### config.mk
export PLATFORM = sky130hd
export DESIGN_NAME = gf2sfc_edge_store
export DESIGN_NICKNAME = d
export VERILOG_FILES = /design/src/gf2sfc_pkg.sv /design/src/gf2sfc_ram.sv /design/src/gf2sfc_edge_store.sv
export SDC_FILE = /design/constraint.sdc
export NUM_CORES = 2
export LEC_CHECK = 0
export BUFFER_PORTS_ARGS = -buffer_cell sky130_fd_sc_hd__buf_2
export CAP_MARGIN = 0
export CORE_MARGIN = 3
export CORE_UTILIZATION = 38
export CTS_CLUSTER_SIZE = 8
export DETAILED_ROUTE_END_ITERATION = 8
export PLACE_DENSITY = 0.55
export SETUP_SLACK_MARGIN = 0.4
export SYNTH_ARGS = -nofsm -noshare
export SYNTH_HDL_FRONTEND = slang
export SYNTH_HIERARCHICAL = 1
export SYNTH_SLANG_ARGS = --single-unit
### constraint.sdc
create_clock -name clk_i -period 1.7 [get_ports clk_i]
set_input_delay 0.34 -clock clk_i [delete_from_list [all_inputs] [get_ports clk_i]]
set_output_delay 0.34 -clock clk_i [all_outputs]
set_load 0.02 [all_outputs]
### src/gf2sfc_pkg.sv
// Package for the GF(2) systematic-form check core.
// Holds field widths, register indexes, reset values and the word types.
// No dependencies.
`default_nettype none

package gf2sfc_pkg;

  localparam int ROW_IDX_W  = 5;
  localparam int COL_IDX_W  = 6;
  localparam int RANK_W     = 6;
  localparam int NUM_ROWS_W = 6;
  localparam int NUM_COLS_W = 7;
  localparam int CFG_IDX_W  = 4;
  localparam int CFG_DATA_W = 8;

  localparam int MAX_ROWS_DEF = 32;
  localparam int MAX_COLS_DEF = 64;

  localparam logic [CFG_IDX_W-1:0] CFG_NUM_ROWS = CFG_IDX_W'(0);
  localparam logic [CFG_IDX_W-1:0] CFG_NUM_COLS = CFG_IDX_W'(1);

  localparam logic [NUM_ROWS_W-1:0] NUM_ROWS_RST = NUM_ROWS_W'(32);
  localparam logic [NUM_COLS_W-1:0] NUM_COLS_RST = NUM_COLS_W'(64);

  typedef struct packed {
    logic [ROW_IDX_W-1:0] row_index;
    logic [COL_IDX_W-1:0] col_index;
    logic                 last;
  } in_t;

  typedef struct packed {
    logic              systematic;
    logic [RANK_W-1:0] rank;
  } out_t;

  typedef struct packed {
    logic rd;
    logic wr;
    logic clr;
  } edge_ctl_t;

endpackage

`default_nettype wire

### src/gf2sfc_ram.sv
// Generic single-port-write, single-port-read RAM with registered read data.
// No dependencies.
`default_nettype none

module gf2sfc_ram #(
  parameter int WIDTH = 64,
  parameter int DEPTH = 32
) (
  input  wire logic                     clk_i,
  input  wire logic                     wr_en_i,
  input  wire logic [$clog2(DEPTH)-1:0] wr_addr_i,
  input  wire logic [WIDTH-1:0]         wr_data_i,
  input  wire logic                     rd_en_i,
  input  wire logic [$clog2(DEPTH)-1:0] rd_addr_i,
  output logic      [WIDTH-1:0]         rd_data_o
);

  logic [WIDTH-1:0] mem_q [DEPTH];
  logic [WIDTH-1:0] rd_data_q;

  always_ff @(posedge clk_i) begin
    if (wr_en_i) begin
      mem_q[wr_addr_i] <= wr_data_i;
    end
    if (rd_en_i) begin
      rd_data_q <= mem_q[rd_addr_i];
    end
  end

  assign rd_data_o = rd_data_q;

endmodule

`default_nettype wire

### src/gf2sfc_edge_store.sv
// Edge matrix store: RAM rows with per-row valid bits; invalid rows read as zero.
// Depends on gf2sfc_pkg and gf2sfc_ram.
`default_nettype none

module gf2sfc_edge_store #(
  parameter int WIDTH = gf2sfc_pkg::MAX_COLS_DEF,
  parameter int DEPTH = gf2sfc_pkg::MAX_ROWS_DEF
) (
  input  wire logic                      clk_i,
  input  wire logic                      rst_ni,
  input  wire gf2sfc_pkg::edge_ctl_t     ctl_i,
  input  wire logic [$clog2(DEPTH)-1:0]  rd_addr_i,
  input  wire logic [$clog2(DEPTH)-1:0]  wr_addr_i,
  input  wire logic [WIDTH-1:0]          wr_data_i,
  output logic      [WIDTH-1:0]          rd_data_o
);

  logic [DEPTH-1:0] valid_q;
  logic             rd_vld_q;
  logic [WIDTH-1:0] ram_rd;

  gf2sfc_ram #(
    .WIDTH (WIDTH),
    .DEPTH (DEPTH)
  ) u_ram (
    .clk_i     (clk_i),
    .wr_en_i   (ctl_i.wr),
    .wr_addr_i (wr_addr_i),
    .wr_data_i (wr_data_i),
    .rd_en_i   (ctl_i.rd),
    .rd_addr_i (rd_addr_i),
    .rd_data_o (ram_rd)
  );

  always_ff @(posedge clk_i or negedge rst_ni) begin
    if (!rst_ni) begin
      valid_q  <= '0;
      rd_vld_q <= 1'b0;
    end else begin
      if (ctl_i.clr) begin
        valid_q <= '0;
      end else if (ctl_i.wr) begin
        valid_q[wr_addr_i] <= 1'b1;
      end
      if (ctl_i.rd) begin
        rd_vld_q <= valid_q[rd_addr_i];
      end
    end
  end

  assign rd_data_o = rd_vld_q ? ram_rd : '0;

endmodule

`default_nettype wire

* Word-level counts from Yosys, hierarchy flattened *
Memory sizes are Yosys's and may differ from the RTL's. A register that Yosys moved wholly into a read port is not among the register bits.
Index checks and enable logic that the tools add are counted.

word-level totals
  bits in registers = 33
  memory bits (writable) = 2048
  input port bits = 79
  output and inout bits = 64
  logic and storage cells = 18
  memories kept = 1

operators by class
  $lt $le $gt $ge = 3
  muxes and demuxes = 9
  bitwise gates (word level) = 1
  reduce and logical (&&, ||, !) cells = 2

memories
  name         depth  bits a word  rd ports  clocked after Yosys merged registers in  wr ports  RTL line          text
  u_ram.mem_q  32     64           1         1                                        1         gf2sfc_ram.sv:18  logic [WIDTH-1:0] mem_q [DEPTH];

operators by type and width
  cell                  number
  $mux W32              2
  $mux W64              1
  $or A32 B32 Y32       1
  $lt A5 B6 Y1 const B  2
  $bmux W1 S5           1
  $demux W1 S5          1
  $ge A5 B1 Y1 const B  1
  $mux W1               4
  $reduce_bool A2 Y1    1
  $logic_and A1 B1 Y1   1

* Longest topological paths before layout *
  word-level depth = 7
  mapped depth = 9
  gate-level depth less buffers = 5

* Hierarchy *
The synthesis kept the hierarchy.

by module, submodules not included
  module             times used  cells an instance  area each (µm²)  sequential area each (µm²)
  gf2sfc_ram         1           3097               79605.1          63420.8
  gf2sfc_edge_store  1           229                1976.9           825.8

* Worst setup path after synthesis *
OpenSTA, ideal clock, no wires.

  path type = input port to flip-flop
  from = input port wr_addr_i[1]
  to = memory u_ram.mem_q[12][0] (enable)
  setup time = 486 ps
  arrival time = 3676 ps
  required time = 1214 ps
  slack = -2462 ps
  cell stages on the path = 3
  path buffers = 1
  cells stage by stage = or3b_2 clkbuf_1 nor2_1

RTL lines
  item                RTL line                 text
  start: declaration  gf2sfc_edge_store.sv:13  input wire logic [$clog2(DEPTH)-1:0] wr_addr_i,
  end: declaration    gf2sfc_ram.sv:18

Straight into the memory's write port.

* Worst setup path in the final report *
  from = register rd_vld_q
  to = output port rd_data_o[59]

on the way
  cells in the longest elaborated chain, start to end = 1

RTL lines
  item                      RTL line                 text
  start: declaration        gf2sfc_edge_store.sv:19  logic rd_vld_q;
  start signal: assignment  gf2sfc_edge_store.sv:46  rd_vld_q <= valid_q[rd_addr_i];
  $mux W64                  gf2sfc_edge_store.sv:51  assign rd_data_o = rd_vld_q ? ram_rd : '0;
  end: declaration          gf2sfc_edge_store.sv:15  output logic [WIDTH-1:0] rd_data_o

No other way between the ends.

==> flow_metrics.tcl <==
set metrics [dict create \
    fp.dieW_um 469.3 \
    powerDensity_nw_per_um2 1171 \
    clkTransAtPathRegs_ns 0.05 \
    critPathMaxFanout 26 \
    synth_area_um2 81580 \
    setup_viol 112 \
    cellLeakagePower_uw 0.03375 \
    syn_nets 3405 \
    r2r-end "u_ram/rd_data_o[1]$_DFFE_PP_" \
    core_um2 212700 \
    clk_latency_ns 0.90 \
    multi_input_comb_area_um2 17310 \
    fill_cells 17123 \
    final.period_utilization 1.428 \
    vias_per_cell 5.587 \
    ant_nets 0 \
    cp_slowest_stage_delay_ns 0.51 \
    clock_power_share 0.449 \
    drc_errors 0 \
    first_iter_violations 3863 \
    cts.sink_count 2145 \
    drt_wl_total_mm 222.0 \
    cp_cell_sequence "buf_6 > buf_12 > and2_4 > buf_4" \
    dpl-instance-area_um2 93100 \
    syn_inst 3326 \
    hold_path_class "in -> reg" \
    drt-pass1-iter-count 5 \
    finalHoldViolations 0 \
    cp.required_ns 1.36 \
    switching_share 0.2036 \
    power.total_uw 120700 \
    min_to "valid_q[22]$_DFFE_PN0P_" \
    violations "negative setup slack" \
    areaGrowthSynthToFinish_pct 26.38 \
    nNetsFinal 4326 \
    syn_area_per_cell_um2 24.53 \
    rsz0062_at_grt "yes" \
    relSlewSlack 0.4213 \
    worstHoldPathCells 6 \
    ys_seq_area_frac 0.7875 \
    gp_congestion 0.7717 \
    arrival_ns 2.09 \
    async_flop_share 0.01538 \
    start_util 0.3835 \
    synth_cell_types 41 \
    clk_path_buf_depth 4 \
    whs_ns 0.1059 \
    r2r_start "u_ram/mem_q[31][1]$_DFFE_PP_" \
    cts-root-buf "clkbuf_16" \
    grt_pass1_vias 41484 \
    grt.total_usage 0.2013 \
    maxCapViolations 0 \
    status "finished with violations" \
    r2r_slack_ns -0.22 \
    slew_viol_final 0 \
    final_cell_area_um2 103100 \
    tightestPinTransition_ns 0.8663 \
    die_area_um2 220300 \
    cts_tree "built" \
    peakVddDrop_mv 1.111 \
    seq_area_um2 64250 \
    wl_per_cell_um 31.23 \
    fin_util 0.4847 \
    grt_max_degree 33 \
    r2r.worst_path.cells 3 \
    crit_type "reg -> out" \
    rows 169 \
    place.port_buffers 142 \
    period_minus_slack_ns 2.427 \
    grt_overflow_total 0 \
    yosys_warnings 6 \
    cp-start-kind "flip-flop" \
    cts_htree_levels 5 \
    yosys_register_bits 2145 \
    cp-end-kind "output port" \
    grt_antenna_before_repair 19 \
    max_freq_ghz 0.4120 \
    dp_hpwl_mm 137.5 \
    cts_buffers 319 \
    internal_power_uw 96170 \
    synth_edf_count 2112 \
    die-height_um 469.3 \
    slowest_stage "dfrtp_4" \
    io-pin-count 143 \
    fin_skew_ns 0.04693 \
    via_count 39715 \
    power_switching_uw 24580 \
    grt_first_pass_wirelength_mm 315.6 \
    min_from "wr_addr_i[0]" \
    drive_gt1_frac 0.4282 \
    p_comb_frac 0.059 \
    layout_setup_ws_ns -0.7269 \
    seq_power_share 0.492 \
    yosys_most_used_dff "edfxtp_1" \
]
[power groups by stage]
| stage | registers (µW) | clock network [µW] | logic [µW] |
|---|---|---|---|
| 6_report | 59300 | 54200 | 7170 |
| 5_1_grt | 59300 | 57700 | 7640 |
| 4_1_cts | 59300 | 55500 | 7220 |
| 3_5_place_dp | 60300 | 0 | 6570 |
| 3_3_place_gp | 60300 | 0 | 6490 |
| 2_1_floorplan | 60100 | 0 | 3420 |
[cell usage in the layout, fill, tap and decap left out, types with 9 or more instances in the layout]
master | synthesis | routed
and2_1 | 68 | 18
and2_4 | 0 | 48
mux2_4 | 0 | 44
buf_12 | 1 | 292
dfrtp_1 | 33 | 32
mux2_2 | 74 | 30
dlygate4sd3_1 | 0 | 70
clkbuf_16 | 0 | 327
buf_6 | 4 | 37
buf_4 | 14 | 274
mux2i_1 | 54 | 51
buf_2 | 65 | 85
nor2_4 | 0 | 32
edfxtp_1 | 2112 | 2112
a21oi_1 | 35 | 35
a221oi_2 | 0 | 12
mux4_2 | 602 | 602
nor2_1 | 77 | 44
nand2_1 | 9 | 9
clkbuf_1 | 67 | 18
[area by class of cell]
type,instances,share of cell area
antenna,6,0.0001456
sequential,2145,0.6231
clock inverter,11,0.0009223
tap,2821,0.03423
timing repair buffer,770,0.09389
clock buffer,344,0.07978
multi-input combinational,1010,0.1679
inverter,1,0.00003641
[through the flow]
step	worst slack, ns	cells	TNS [ns]
floorplan	-0.7965	3326	-1370.98
global placement	-0.9361	6669	-352.58
detailed placement	-0.9130	6669	-355.38
CTS	-0.7997	7101	-56.93
global route	-0.7994	7105	-58.92
finish	-0.7269	7108	-52.06
[per-layer routing]
layer | vias up | global-route usage | routed length [µm]
met5 | - | 0 | 48
met4 | 8 | 0.05652 | 5676
met3 | 378 | 0.03392 | 13640
met2 | 1440 | 0.3294 | 109800
met1 | 21761 | 0.2800 | 92810
li1 | 16128 | - | -
[repair_timing]
action                      CTS  global route
setup buffers                 3             0
gates cloned                  3             1
setup endpoints to repair   129           130
pin swaps                    14             2
hold endpoints to repair   2130             0
hold buffers                 71             0
resized for setup           189            47
[flip-flops by register name, summed over array words and instances (netlist names)]
register and cells:
rd_vld_q 1, u_ram/mem_q 2048, u_ram/rd_data_o 64, valid_q 32
[worst max-delay path, delay by kind of cell, from the launching register on]
family / cells / cell delay [ns]
buffers and inverters: 3 / 0.44
and+or+nand+nor: 1 / 0.19
DFF: 1 / 0.51
[worst max path at each step]
stage | start | slack, ns | cells past startpoint | endpoint
floorplan | wr_addr_i[0] | -0.80 | 2 | u_ram/mem_q[10][0]$_DFFE_PP_
global placement | rd_addr_i[0] | -0.94 | 6 | u_ram/rd_data_o[40]$_DFFE_PP_
detailed placement | rd_addr_i[0] | -0.91 | 6 | u_ram/rd_data_o[37]$_DFFE_PP_
CTS | rd_vld_q$_DFFE_PN0P_ | -0.80 | 4 | rd_data_o[48]
global route | rd_vld_q$_DFFE_PN0P_ | -0.80 | 4 | rd_data_o[48]
finish | rd_vld_q$_DFFE_PN0P_ | -0.73 | 4 | rd_data_o[59]
[synth_stat cells, types with 4 or more instances]
cell type	count	area, µm²
and2_1	68	425.4
mux2i_1	54	540.5
nand2_1	9	33.78
nor2b_1	6	37.54
edfxtp_1	2112	63420
mux2_2	74	833.3
nor2_1	77	289.0
buf_1	19	71.32
buf_6	4	45.04
nand2b_1	4	25.02
o21ai_0	9	45.04
buf_4	14	105.1
o22ai_1	10	62.56
mux4_2	602	13560
a22oi_1	6	45.04
a21oi_1	35	175.2
buf_2	65	325.3
a211oi_1	4	30.03
nand3b_1	5	37.54
clkbuf_1	67	251.5
dfrtp_1	33	825.8
a221oi_1	12	105.1
[cells by family (layout without fill, tap and decap cells)]
group / count (synthesis) / count (layout) / share of synthesized area
compound gates: 92 / 92 / 0.007316
buf+inv: 171 / 1126 / 0.01008
flops: 2145 / 2145 / 0.7875
mux: 730 / 730 / 0.1830
other cells: 0 / 6 / 0
simple gates: 188 / 188 / 0.01207
(Power assumes the default switching activity.)
